File: config.mk
export PLATFORM = sky130hd
export DESIGN_NAME = prefix_table_with_aging_flat
export DESIGN_NICKNAME = d
export VERILOG_FILES = /design/src/pta_pkg.sv /design/src/pta_req_if.sv /design/src/pta_rsp_if.sv /design/src/pta_ram.sv /design/src/pta_ctrl.sv /design/src/prefix_table_with_aging.sv /design/src/flat_wrapper.sv
export VERILOG_INCLUDE_DIRS = /design/src /design/src/src
export SDC_FILE = /design/constraint.sdc
export NUM_CORES = 2
export LEC_CHECK = 0
export BUFFER_PORTS_ARGS = -buffer_cell sky130_fd_sc_hd__buf_2
export CAP_MARGIN = 10
export CORE_AREA = 2 2 671 840
export CTS_CLUSTER_DIAMETER = 150
export DETAILED_ROUTE_END_ITERATION = 8
export DIE_AREA = 0 0 673 842
export GPL_TIMING_DRIVEN = 1
export PLACE_DENSITY = 0.51
export SLEW_MARGIN = 25
export SYNTH_ARGS = -nofsm -noshare
export SYNTH_HDL_FRONTEND = slang
export SYNTH_SLANG_ARGS = --single-unit
File: constraint.sdc
create_clock -name i_clk -period 16.75 [get_ports i_clk]
set_clock_uncertainty 0.2 [all_clocks]
set_input_delay 2.5125 -clock i_clk [delete_from_list [all_inputs] [get_ports i_clk]]
set_output_delay 2.5125 -clock i_clk [all_outputs]
set_load 0.02 [all_outputs]
File: src/prefix_table_with_aging_macros.svh
// ----------------------------------------------------------------------------
// Prefix table with aging: assertion macros
// Shared concurrent assertion forms, clocked on i_clk, disabled in reset.
// ----------------------------------------------------------------------------
`ifndef PREFIX_TABLE_WITH_AGING_MACROS_SVH
`define PREFIX_TABLE_WITH_AGING_MACROS_SVH

// same-cycle implication
`define PTA_ASSERT_IMPL(label, ante, cons) \
    label: assert property (@(posedge i_clk) disable iff (!i_rst_n) (ante) |-> (cons)) \
        else $error("pta: same-cycle check failed");

// next-cycle implication
`define PTA_ASSERT_NEXT(label, ante, cons) \
    label: assert property (@(posedge i_clk) disable iff (!i_rst_n) (ante) |=> (cons)) \
        else $error("pta: next-cycle check failed");

`endif

File: src/pta_pkg.sv
// ----------------------------------------------------------------------------
// Prefix table with aging: package
// Table sizing, field widths, entry and result types, walk states.
// ----------------------------------------------------------------------------
package pta_pkg;

    localparam int TABLE_DEPTH   = 32;
    localparam int IDX_W         = (TABLE_DEPTH > 1) ? $clog2(TABLE_DEPTH) : 1;
    localparam int CNT_W         = $clog2(TABLE_DEPTH + 1);

    localparam int PH_W          = 32;
    localparam int PL_W          = 64;
    localparam int TIME_W        = 32;
    localparam int ENTRY_INDEX_W = 5;
    localparam int ALLOC_W       = 6;

    localparam logic [TIME_W-1:0] EXPIRY_RESET = TIME_W'(100);

    typedef struct packed {
        logic [PH_W-1:0]   prefix_high;
        logic [PL_W-1:0]   prefix_low;
        logic [TIME_W-1:0] last_time;
    } t_entry;

    localparam int ENTRY_W = $bits(t_entry);

    typedef struct packed {
        logic [ENTRY_INDEX_W-1:0] entry_index;
        logic                     was_matched;
        logic                     was_reused;
        logic                     table_full;
        logic [ALLOC_W-1:0]       allocated_entries;
    } t_result;

    typedef enum logic [2:0] {
        S_IDLE,
        S_READ,
        S_CHECK,
        S_WRITE,
        S_DONE
    } t_state;

endpackage

File: src/pta_req_if.sv
// ----------------------------------------------------------------------------
// Prefix table with aging: request channel
// Valid/ready channel carrying one lookup word: prefix and current time.
// ----------------------------------------------------------------------------
interface pta_req_if;
    logic                      valid;
    logic                      ready;
    logic [pta_pkg::PH_W-1:0]   prefix_high;
    logic [pta_pkg::PL_W-1:0]   prefix_low;
    logic [pta_pkg::TIME_W-1:0] now_seconds;

    modport source(output valid, output prefix_high, output prefix_low,
                   output now_seconds, input ready);
    modport sink(input valid, input prefix_high, input prefix_low,
                 input now_seconds, output ready);
endinterface

File: src/pta_rsp_if.sv
// ----------------------------------------------------------------------------
// Prefix table with aging: response channel
// Valid/ready channel carrying one result word per lookup.
// ----------------------------------------------------------------------------
interface pta_rsp_if;
    logic                              valid;
    logic                              ready;
    logic [pta_pkg::ENTRY_INDEX_W-1:0] entry_index;
    logic                              was_matched;
    logic                              was_reused;
    logic                              table_full;
    logic [pta_pkg::ALLOC_W-1:0]       allocated_entries;

    modport source(output valid, output entry_index, output was_matched,
                   output was_reused, output table_full, output allocated_entries,
                   input ready);
    modport sink(input valid, input entry_index, input was_matched,
                 input was_reused, input table_full, input allocated_entries,
                 output ready);
endinterface

File: src/pta_ram.sv
// ----------------------------------------------------------------------------
// Prefix table with aging: entry memory
// Simple dual-port RAM, one write and one registered read per cycle.
// ----------------------------------------------------------------------------
module pta_ram #(
    parameter int WIDTH = 128,
    parameter int DEPTH = 32
) (
    input  logic                                       i_clk,
    input  logic                                       i_we,
    input  logic [((DEPTH > 1) ? $clog2(DEPTH) : 1)-1:0] i_waddr,
    input  logic [WIDTH-1:0]                           i_wdata,
    input  logic [((DEPTH > 1) ? $clog2(DEPTH) : 1)-1:0] i_raddr,
    output logic [WIDTH-1:0]                           o_rdata
);
    logic [WIDTH-1:0] r_mem [DEPTH];
    logic [WIDTH-1:0] r_rdata;

    always_ff @(posedge i_clk) begin
        if (i_we) begin
            r_mem[i_waddr] <= i_wdata;
        end
    end

    always_ff @(posedge i_clk) begin
        r_rdata <= r_mem[i_raddr];
    end

    assign o_rdata = r_rdata;
endmodule

File: src/pta_ctrl.sv
// ----------------------------------------------------------------------------
// Prefix table with aging: walk controller
// Walks allocated entries, ages them, finds a match or a free slot, writes back.
// ----------------------------------------------------------------------------
module pta_ctrl (
    input  logic                         i_clk,
    input  logic                         i_rst_n,
    input  logic [pta_pkg::TIME_W-1:0]   i_expiry,
    pta_req_if.sink                      i_req,
    output logic                         o_res_valid,
    input  logic                         i_res_ready,
    output pta_pkg::t_result             o_res,
    output logic                         o_ram_we,
    output logic [pta_pkg::IDX_W-1:0]    o_ram_waddr,
    output pta_pkg::t_entry              o_ram_wdata,
    output logic [pta_pkg::IDX_W-1:0]    o_ram_raddr,
    input  pta_pkg::t_entry              i_ram_rdata
);
    pta_pkg::t_state r_state, n_state;

    logic [pta_pkg::CNT_W-1:0]       r_count;
    logic [pta_pkg::CNT_W-1:0]       r_pos;
    logic [pta_pkg::TABLE_DEPTH-1:0] r_in_use;
    logic                            r_matched;
    logic                            r_reused;
    logic                            r_full;
    logic                            r_free_found;
    logic [pta_pkg::IDX_W-1:0]       r_free_idx;
    logic [pta_pkg::IDX_W-1:0]       r_res_idx;

    logic [pta_pkg::PH_W-1:0]        r_ph;
    logic [pta_pkg::PL_W-1:0]        r_pl;
    logic [pta_pkg::TIME_W-1:0]      r_now;

    logic [pta_pkg::TIME_W-1:0]      w_age;
    logic                            w_stale;
    logic                            w_hit;
    logic                            w_last;
    logic                            w_room;
    logic [pta_pkg::IDX_W-1:0]       w_pos_idx;
    logic [pta_pkg::IDX_W-1:0]       w_sel_idx;
    logic                            w_accept;

    assign w_pos_idx = r_pos[pta_pkg::IDX_W-1:0];
    assign w_age     = r_now - i_ram_rdata.last_time;
    assign w_stale   = w_age > i_expiry;
    assign w_hit     = (i_ram_rdata.prefix_high == r_ph) && (i_ram_rdata.prefix_low == r_pl);
    assign w_last    = (r_pos + pta_pkg::CNT_W'(1)) == r_count;
    assign w_room    = r_count < pta_pkg::CNT_W'(pta_pkg::TABLE_DEPTH);
    assign w_sel_idx = r_matched    ? r_res_idx  :
                       r_free_found ? r_free_idx : r_count[pta_pkg::IDX_W-1:0];
    assign w_accept  = i_req.valid && i_req.ready;

    // next state
    always_comb begin
        n_state = r_state;
        case (r_state)
            pta_pkg::S_IDLE: begin
                if (i_req.valid) begin
                    n_state = (r_count == '0) ? pta_pkg::S_WRITE : pta_pkg::S_READ;
                end
            end
            pta_pkg::S_READ: begin
                n_state = pta_pkg::S_CHECK;
            end
            pta_pkg::S_CHECK: begin
                if ((!w_stale && w_hit) || w_last) begin
                    n_state = pta_pkg::S_WRITE;
                end else begin
                    n_state = pta_pkg::S_READ;
                end
            end
            pta_pkg::S_WRITE: begin
                n_state = pta_pkg::S_DONE;
            end
            pta_pkg::S_DONE: begin
                if (i_res_ready) begin
                    n_state = pta_pkg::S_IDLE;
                end
            end
            default: begin
                n_state = pta_pkg::S_IDLE;
            end
        endcase
    end

    // outputs
    always_comb begin
        i_req.ready = 1'b0;
        o_res_valid = 1'b0;
        o_ram_we    = 1'b0;
        case (r_state)
            pta_pkg::S_IDLE:  i_req.ready = 1'b1;
            pta_pkg::S_WRITE: o_ram_we    = r_matched || r_free_found || w_room;
            pta_pkg::S_DONE:  o_res_valid = 1'b1;
            default: begin
                o_ram_we = 1'b0;
            end
        endcase
    end

    assign o_ram_raddr = w_pos_idx;
    assign o_ram_waddr = w_sel_idx;
    assign o_ram_wdata = '{prefix_high: r_ph, prefix_low: r_pl, last_time: r_now};

    assign o_res.entry_index       = pta_pkg::ENTRY_INDEX_W'(r_res_idx);
    assign o_res.was_matched       = r_matched;
    assign o_res.was_reused        = r_reused;
    assign o_res.table_full        = r_full;
    assign o_res.allocated_entries = pta_pkg::ALLOC_W'(r_count);

    always_ff @(posedge i_clk) begin
        if (!i_rst_n) begin
            r_state      <= pta_pkg::S_IDLE;
            r_count      <= '0;
            r_pos        <= '0;
            r_in_use     <= '0;
            r_matched    <= 1'b0;
            r_reused     <= 1'b0;
            r_full       <= 1'b0;
            r_free_found <= 1'b0;
            r_free_idx   <= '0;
            r_res_idx    <= '0;
        end else begin
            r_state <= n_state;
            case (r_state)
                pta_pkg::S_IDLE: begin
                    if (w_accept) begin
                        r_pos        <= '0;
                        r_matched    <= 1'b0;
                        r_reused     <= 1'b0;
                        r_full       <= 1'b0;
                        r_free_found <= 1'b0;
                    end
                end
                pta_pkg::S_CHECK: begin
                    r_pos <= r_pos + pta_pkg::CNT_W'(1);
                    if (w_stale) begin
                        r_in_use[w_pos_idx] <= 1'b0;
                        if (!r_free_found) begin
                            r_free_found <= 1'b1;
                            r_free_idx   <= w_pos_idx;
                        end
                    end else if (w_hit) begin
                        r_matched <= 1'b1;
                        r_res_idx <= w_pos_idx;
                    end else if (!r_in_use[w_pos_idx] && !r_free_found) begin
                        r_free_found <= 1'b1;
                        r_free_idx   <= w_pos_idx;
                    end
                end
                pta_pkg::S_WRITE: begin
                    if (r_matched) begin
                        r_res_idx <= w_sel_idx;
                    end else if (r_free_found) begin
                        r_res_idx           <= w_sel_idx;
                        r_reused            <= 1'b1;
                        r_in_use[w_sel_idx] <= 1'b1;
                    end else if (w_room) begin
                        r_res_idx           <= w_sel_idx;
                        r_in_use[w_sel_idx] <= 1'b1;
                        r_count             <= r_count + pta_pkg::CNT_W'(1);
                    end else begin
                        r_res_idx <= '0;
                        r_full    <= 1'b1;
                    end
                end
                default: begin
                    r_pos <= r_pos;
                end
            endcase
        end
    end

    // hold the request word
    always_ff @(posedge i_clk) begin
        if (w_accept) begin
            r_ph  <= i_req.prefix_high;
            r_pl  <= i_req.prefix_low;
            r_now <= i_req.now_seconds;
        end
    end
endmodule

File: src/prefix_table_with_aging.sv
// ----------------------------------------------------------------------------
// Prefix table with aging: top level
// Lookup/allocate table of 96-bit prefixes with expiry-based aging.
// ----------------------------------------------------------------------------
// One request word is taken at a time. It walks the allocated entries (at most
// 32) in index order through the single read port of the entry memory, reading
// and then checking each entry, and stops early on a fresh match; a write-back
// state and a hand-off state follow, and the hand-off waits while the output
// register holds an untaken result. The result sits in an output register, so a
// new request may be taken while the previous result waits. expiry_seconds
// resets to 100 and is written through i_cfg_we / i_cfg_data; the user must write
// it only while the block is idle, and the block itself does not enforce this.
`include "prefix_table_with_aging_macros.svh"

module prefix_table_with_aging (
    input  logic                       i_clk,
    input  logic                       i_rst_n,
    input  logic                       i_cfg_we,
    input  logic [pta_pkg::TIME_W-1:0] i_cfg_data,
    pta_req_if.sink                    i_req,
    pta_rsp_if.source                  o_rsp
);
    logic [pta_pkg::TIME_W-1:0] r_expiry;
    logic                       r_out_valid;
    pta_pkg::t_result           r_out;

    logic                       w_res_valid;
    logic                       w_res_ready;
    pta_pkg::t_result           w_res;
    logic                       w_ram_we;
    logic [pta_pkg::IDX_W-1:0]  w_ram_waddr;
    logic [pta_pkg::IDX_W-1:0]  w_ram_raddr;
    pta_pkg::t_entry            w_ram_wdata;
    pta_pkg::t_entry            w_ram_rdata;

    always_ff @(posedge i_clk) begin
        if (!i_rst_n) begin
            r_expiry <= pta_pkg::EXPIRY_RESET;
        end else if (i_cfg_we) begin
            r_expiry <= i_cfg_data;
        end
    end

    pta_ctrl u_ctrl (
        .i_clk       (i_clk),
        .i_rst_n     (i_rst_n),
        .i_expiry    (r_expiry),
        .i_req       (i_req),
        .o_res_valid (w_res_valid),
        .i_res_ready (w_res_ready),
        .o_res       (w_res),
        .o_ram_we    (w_ram_we),
        .o_ram_waddr (w_ram_waddr),
        .o_ram_wdata (w_ram_wdata),
        .o_ram_raddr (w_ram_raddr),
        .i_ram_rdata (w_ram_rdata)
    );

    pta_ram #(
        .WIDTH (pta_pkg::ENTRY_W),
        .DEPTH (pta_pkg::TABLE_DEPTH)
    ) u_ram (
        .i_clk   (i_clk),
        .i_we    (w_ram_we),
        .i_waddr (w_ram_waddr),
        .i_wdata (w_ram_wdata),
        .i_raddr (w_ram_raddr),
        .o_rdata (w_ram_rdata)
    );

    assign w_res_ready = !r_out_valid || o_rsp.ready;

    always_ff @(posedge i_clk) begin
        if (!i_rst_n) begin
            r_out_valid <= 1'b0;
        end else if (w_res_valid && w_res_ready) begin
            r_out_valid <= 1'b1;
        end else if (o_rsp.ready) begin
            r_out_valid <= 1'b0;
        end
    end

    // hold the result word until taken
    always_ff @(posedge i_clk) begin
        if (w_res_valid && w_res_ready) begin
            r_out <= w_res;
        end
    end

    assign o_rsp.valid             = r_out_valid;
    assign o_rsp.entry_index       = r_out.entry_index;
    assign o_rsp.was_matched       = r_out.was_matched;
    assign o_rsp.was_reused        = r_out.was_reused;
    assign o_rsp.table_full        = r_out.table_full;
    assign o_rsp.allocated_entries = r_out.allocated_entries;

    `PTA_ASSERT_IMPL(a_full_at_depth, o_rsp.valid && o_rsp.table_full, o_rsp.allocated_entries == pta_pkg::ALLOC_W'(pta_pkg::TABLE_DEPTH) && !o_rsp.was_matched && !o_rsp.was_reused)
    `PTA_ASSERT_IMPL(a_match_reuse_excl, o_rsp.valid, !(o_rsp.was_matched && o_rsp.was_reused))
    `PTA_ASSERT_NEXT(a_busy_after_accept, i_req.valid && i_req.ready, !i_req.ready)
    `PTA_ASSERT_IMPL(a_no_write_when_full, w_res_valid && w_res.table_full, !w_ram_we)
endmodule

File: src/flat_wrapper.sv
// flat-port wrapper written by rule: the top's interface ports become plain ports
module prefix_table_with_aging_flat 
  (i_clk, i_rst_n, i_cfg_we, i_cfg_data, i_req_valid, i_req_prefix_high, i_req_prefix_low, i_req_now_seconds, i_req_ready, o_rsp_valid, o_rsp_entry_index, o_rsp_was_matched, o_rsp_was_reused, o_rsp_table_full, o_rsp_allocated_entries, o_rsp_ready);
  pta_req_if i_req_i ();
  pta_rsp_if o_rsp_i ();
  input  logic i_clk;
  input  logic i_rst_n;
  input  logic i_cfg_we;
  input  logic [pta_pkg::TIME_W-1:0] i_cfg_data;
  input wire logic [$bits(i_req_i.valid)-1:0] i_req_valid;
  input wire logic [$bits(i_req_i.prefix_high)-1:0] i_req_prefix_high;
  input wire logic [$bits(i_req_i.prefix_low)-1:0] i_req_prefix_low;
  input wire logic [$bits(i_req_i.now_seconds)-1:0] i_req_now_seconds;
  output wire logic [$bits(i_req_i.ready)-1:0] i_req_ready;
  output wire logic [$bits(o_rsp_i.valid)-1:0] o_rsp_valid;
  output wire logic [$bits(o_rsp_i.entry_index)-1:0] o_rsp_entry_index;
  output wire logic [$bits(o_rsp_i.was_matched)-1:0] o_rsp_was_matched;
  output wire logic [$bits(o_rsp_i.was_reused)-1:0] o_rsp_was_reused;
  output wire logic [$bits(o_rsp_i.table_full)-1:0] o_rsp_table_full;
  output wire logic [$bits(o_rsp_i.allocated_entries)-1:0] o_rsp_allocated_entries;
  input wire logic [$bits(o_rsp_i.ready)-1:0] o_rsp_ready;
  assign i_req_i.valid = i_req_valid;
  assign i_req_i.prefix_high = i_req_prefix_high;
  assign i_req_i.prefix_low = i_req_prefix_low;
  assign i_req_i.now_seconds = i_req_now_seconds;
  assign i_req_ready = i_req_i.ready;
  assign o_rsp_valid = o_rsp_i.valid;
  assign o_rsp_entry_index = o_rsp_i.entry_index;
  assign o_rsp_was_matched = o_rsp_i.was_matched;
  assign o_rsp_was_reused = o_rsp_i.was_reused;
  assign o_rsp_table_full = o_rsp_i.table_full;
  assign o_rsp_allocated_entries = o_rsp_i.allocated_entries;
  assign o_rsp_i.ready = o_rsp_ready;
  prefix_table_with_aging u_core (.i_clk(i_clk), .i_rst_n(i_rst_n), .i_cfg_we(i_cfg_we), .i_cfg_data(i_cfg_data), .i_req(i_req_i), .o_rsp(o_rsp_i));
endmodule
# Word level (Yosys, flattened, before mapping)
# Memories as Yosys holds them, arrays and structs flattened. A register that Yosys moved wholly into a read port is not among the register bits.
# Index checks and enable logic that the tools add are counted.
# word_totals
mem_bits_rw	4096
register_bits	236
memories	1
output_inout_bits	16
# mem_list
name	depth	word_bits	read_ports	rd_ports_with_merged_regs	write_ports	line_no	rtl
u_core.u_ram.r_mem	32	128	1	1	1	pta_ram.sv:16	logic [WIDTH-1:0] r_mem [DEPTH];
# op_classes
n_reduce_logical	32
n_eq_ne	22
add_sub_neg	3
bitwise	5
order_cmp	6
n_mux	52
# op_table
op	n
32-bit 2-to-1 mux	4
64-bit equality test	1
32-bit case mux with 2 select lines	1
5-bit 2-to-1 mux	11
32-bit bitwise AND	1
32-bit equality test	1
32-bit greater-than comparator	1
32-bit inverter	1
32-bit bitwise OR	1
32-bit subtractor	1
4-bit AND reduction	6
2-bit != test (second input constant)	11
1-bit 2-to-1 mux	21
3-bit case mux with 5 select lines	1
6-bit by 1-bit adder with 6-bit output (second input constant)	2
5-bit by 6-bit less-than comparator with 1-bit output (second input constant)	2
6-bit case mux with 2 select lines	1
1-bit demux with 5-bit select	2
5-bit by 1-bit >= comparator with 1-bit output (second input constant)	2
5-bit case mux with 2 select lines	1
2-bit nonzero test	5
3-bit != test (second input constant)	3
1-bit case mux with 2 select lines	4
1-bit logical AND	7
other kinds (18)	29

# Depth between registers and ports, before layout
# logic_depth
ltp_word	11
mapped_depth	24

# Hierarchy
# From an unflattened synthesis, not the netlist that was laid out.
# unflattened
hier_cells	7622
hier_area_um2	167813.4
# by_module_without_submodules
module	area_each_um2	cells_each	seq_area_each_um2	instances
pta_ram	155237.6	6440	125560.4	1
pta_ctrl	10875.4	1060	5064.9	1
prefix_table_with_aging	1700.4	122	1081.0	1

# Least setup slack after synthesis
# Ideal clock, no wire load.
# synth_path
kind	register to register
start	reg u_core.u_ctrl.r_free_found
end	mem u_core.u_ram.r_mem[13][0], enable pin
required_time_ps	15933
setup_ps	617
path_slack_ps	9251
synth_period_minus_slack_ps	7499
arrival_ps	6682
path_stages_with_launch	7
cell_sequence	dfxtp_1 > clkbuf_1 > mux2i_1 > o21ai_0 > nor2_1 > nand2_1 > nor2_1
# synth_between
elab_chain_cells	5
# synth_rtl
item	line_no	rtl
start: declaration	pta_ctrl.sv:27	logic r_free_found;
start signal: assignment	pta_ctrl.sv:121	r_free_found <= 1'b0;
start signal: assignment	pta_ctrl.sv:133	r_free_found <= 1'b0;
start signal: assignment	pta_ctrl.sv:141	r_free_found <= 1'b1;
1-bit logical OR (2 in series)	pta_ctrl.sv:94	pta_pkg::S_WRITE: o_ram_we = r_matched || r_free_found || w_room;
1-bit 2-to-1 mux	pta_ctrl.sv:92	case (r_state)
1-bit 2-to-1 mux	pta_ram.sv:20	if (i_we) begin
1-bit 2-to-1 mux (not written as such)	pta_ram.sv:21	r_mem[i_waddr] <= i_wdata;
end: declaration	pta_ram.sv:16	
# Parallel ways exist; a longest one is shown, timed or not.

# Worst setup path in the final report
# layout_path
start	reg u_core.u_ctrl.r_now[0] (netlist bit)
end	reg u_core.u_ctrl.r_in_use[4] (netlist bit)
# layout_between
elab_chain_cells	4
# layout_rtl
item	line_no	rtl
start: declaration	pta_ctrl.sv:33	logic [pta_pkg::TIME_W-1:0] r_now;
start signal: assignment	pta_ctrl.sv:180	r_now <= i_req.now_seconds;
32-bit subtractor	pta_ctrl.sv:45	assign w_age = r_now - i_ram_rdata.last_time;
32-bit greater-than comparator	pta_ctrl.sv:46	assign w_stale = w_age > i_expiry;
2-bit != test (no source line)	-	
4-bit AND reduction (no source line)	-	
end signal: assignment	pta_ctrl.sv:117	r_in_use <= '0;
end signal: indexed assignment	pta_ctrl.sv:139	r_in_use[w_pos_idx] <= 1'b0;
end signal: indexed assignment	pta_ctrl.sv:158	r_in_use[w_sel_idx] <= 1'b1;
end: declaration	pta_ctrl.sv:23	logic [pta_pkg::TABLE_DEPTH-1:0] r_in_use;
# No other way between the ends.
# A chain may end at the register's enable or synchronous reset.

==> metrics.yaml <==
dr.pass1.iters: 5
fillCellCount: 51491
die_area_um2: 567000
finalPower_uw: 24200
hp-start: "u_core.u_ctrl.r_full"
gr-total-overflow: 0
grt_pass1_wl_um: 686000
cts_made_buffers: 439
io_pins: 181
drv_slew: 0
synth_area_per_cell_um2: 22.6
r2r-start: "u_core.u_ctrl.r_now[0]"
drv_cap: 0
outcome: "complete, no violations"
cts_root_buf: "clkbuf_16"
synthFlopType: "edfxtp_1"
antenna_found_initial: 52
clock_path_buffers: 4
via_per_inst: 5.26
hold_violations: 0
fmax_mhz: 159
rows: 307
coreArea_um2: 558000
clkSinkCount: 4460
clk_latency_ns: 1.05
busiest_layer: "met2"
min-delay-path-class: "flop to flop"
max_stage_delay_ns: 0.78
final_common_cell: "edfxtp_1"
fin_crit_ns: 6.28
crit_start: "u_core.u_ctrl.r_now[0]"
p_sw_uw: 5410
synthAdderAreaFrac_pct: 0.529
syn-num-nets: 7628
final.setup.worst_slack_ns: 10.47
drtIter0Drc: 9510
track_usage_pct: 17.1
dp_slack_ns: 10.57
drc_errors: 0
max-slew-margin-rel_pct: 25.2
die_x_um: 673
stdcell_area_um2: 193000
globalRouteMet2Util_pct: 28.6
cts_setup_buffers: 0
vdd_drop_max_mv: 0.0984
grt_pass1_vias: 83949
power_frac_clock_pct: 40.7
tritoncts: "built"
worstSetupPathType: "flop to flop"
setup-violations-final: 0
rrSetupSlack_ns: 10.47
synth_seq_area_share_pct: 78.9
ys_types: 72
hpwl_um: 249000
drt_wl_total_um: 500000
seqPwrFrac_pct: 52.0
hold-worst-slack_ns: 0.245
clkSlewWorstSetupHoldPaths_ns: 0.06
comb_power_share_pct: 7.3
async_flop_share_pct: 0
synth.area.mux_share_pct: 14.2
gp_congestion: 0.760
most-common-layout-cells: "4238 x edfxtp_1, 1032 x mux4_2, 512 x a22oi_1"
area_delta_synth_final_pct: 15.7
avgRoutedWirePerCell_um: 31.8
gr-usage-met3_pct: 2.06
post-route-period-util_pct: 37.5
cp-end-kind: "flop"
syn_inst: 7393
crit_required_ns: 17.43
grt_max_degree: 131
powerDensity_nw_per_um2: 125
drive_gt1_share_pct: 26.6
slowest_stage: "edfxtp_1"
synth_compound_area_share_pct: 3.21
internal_power_uw: 18800
path_cells: "inv_1 -> ha_1 -> inv_1 -> fa_1 -> a211oi_1 -> o21bai_1 -> o41a_1 -> o21a_1 -> o21ai_2 -> o21ai_1 -> a41oi_2 -> and2b_1 -> xnor2_1 -> ha_1 -> nand2_1 -> nor2_1 -> nand2_1 -> a2bb2oi_1 -> a31o_2 -> a21oi_4 -> and3_1 -> a21boi_0 -> o21a_1"
crit_arrival_ns: 6.95
htreeDepth: 5
ant_nets: 0
synth_top_family_by_area: "multiplexers"
start_util_pct: 29.9
synth_edf_count: 4238
tightest_slew_ns: 1.12
grt_use_met1_pct: 23.9
power.leakage_uw: 0.0583
sw_frac_of_total_pct: 22.3
ys_seq_elements: 4460
num_vias: 82759
synthXorXnorAreaFrac_pct: 0.708
start_kind: "flop"
synth-simple-area-share_pct: 1.40
crit_fanout: 33
port_buffers: 180
netlist_area_um2: 167000
rsz0062_at_grt: "false"
tns_ns: 0
yosys_warnings: 0
cts_hold_buf: 0
fp.dieH_um: 842
final_nets: 8169
cts_resized: 0
dpl-instance-area_um2: 178000
==> power groups by stage <==
stage | Combinational, uW | Sequential (uW) | Clock [uW]
finish | 1780 | 12600 | 9860
global route | 1920 | 12600 | 10500
CTS | 1740 | 12600 | 10100
detailed placement | 1740 | 12900 | 0
global placement | 1720 | 12900 | 0
floorplan | 1120 | 12900 | 0
==> final timing paths <==
kind                                to  cells past startpoint
min            u_core.o_rsp.table_full                      0
max          u_core.u_ctrl.r_in_use[4]                     23
min reg2reg    u_core.o_rsp.table_full                      0
max reg2reg  u_core.u_ctrl.r_in_use[4]                     23
==> state kept, by name, summed over array words and instances, names as in the netlist, 6 cells and up <==
name / count
u_core.u_ctrl.r_pl: 64
u_core.u_ctrl.r_ph: 32
u_core.u_ctrl.r_now: 32
u_core.u_ram.r_mem: 4096
u_core.u_ctrl.r_pos: 6
u_core.u_ctrl.r_in_use: 32
u_core.u_ram.o_rdata: 128
u_core.o_rsp.allocated_entries: 6
u_core.r_expiry: 32
u_core.u_ctrl.r_count: 6
==> through the flow <==
step,cells,util (%)
final,15731,34.6
after global routing,15726,34.6
after detailed placement,14869,32.0
after global placement,14865,31.9
after floorplan,7393,-
after CTS,15685,34.5
==> metal layers <==
layer,vias to the layer above,part of all wire [%]
met4,12,2.4
met1,46211,43
met3,688,5.8
li1,32629,-
met5,-,0.013
met2,3219,49
==> critical path, delay by kind of cell (launching register included) <==
family                   cells  cell delay, ns
AND/OR/NAND/NOR              5            0.91
XOR/XNOR                     1            0.07
adder cells (fa/ha/maj)      3            0.99
buffers and inverters        2            0.24
flip-flops                   1            0.78
AO/OA/AOI/OAI               12            2.93
==> kinds of logic (layout without fill, tap and decap cells) <==
logic type	count (synthesis)	in the layout
XOR/XNOR	135	135
AO/OA/AOI/OAI	744	744
flip-flops	4460	4460
AND/OR/NAND/NOR	453	453
other	0	6
adder cells (fa/ha/maj)	70	70
multiplexers	1076	1076
buffers and inverters	455	1371
==> synthesized netlist by cell type (4+ instances only) <==
cell type / count / share of area (%)
a211o_1: 6 / 0.031
a211oi_1: 7 / 0.031
a21boi_0: 6 / 0.027
a21o_1: 23 / 0.10
a21oi_1: 80 / 0.24
a22oi_1: 512 / 2.3
a31oi_1: 4 / 0.015
and2_1: 4 / 0.015
and3_1: 8 / 0.030
buf_1: 8 / 0.018
buf_2: 117 / 0.35
clkbuf_1: 250 / 0.56
dfxtp_1: 222 / 2.7
edfxtp_1: 4238 / 76
ha_1: 69 / 0.52
inv_1: 76 / 0.17
mux2i_1: 43 / 0.26
mux4_2: 1032 / 14
nand2_1: 70 / 0.16
nand2b_1: 6 / 0.022
nand3_1: 13 / 0.039
nand4_1: 151 / 0.57
nor2_1: 133 / 0.30
nor2b_1: 17 / 0.064
nor3_1: 9 / 0.027
nor3b_1: 4 / 0.018
nor4_1: 24 / 0.090
o211ai_1: 8 / 0.036
o21a_1: 16 / 0.072
o21ai_0: 45 / 0.13
o21bai_1: 5 / 0.022
o31ai_1: 4 / 0.018
xnor2_1: 58 / 0.30
xor2_1: 77 / 0.40
==> layout make-up <==
type / instances / area [um^2] / area share (%)
Antenna cell: 6 / 15.0 / 0.00777
Sequential cell: 4460 / 132000 / 68.2
Tap cell: 7416 / 9280 / 4.80
Timing Repair Buffer: 479 / 3880 / 2.01
Clock buffer: 574 / 11900 / 6.13
Multi-Input combinational cell: 2478 / 33800 / 17.5
Inverter: 76 / 293 / 0.152
Clock inverter: 242 / 2330 / 1.21
Power figures use the tool's default switching activity.
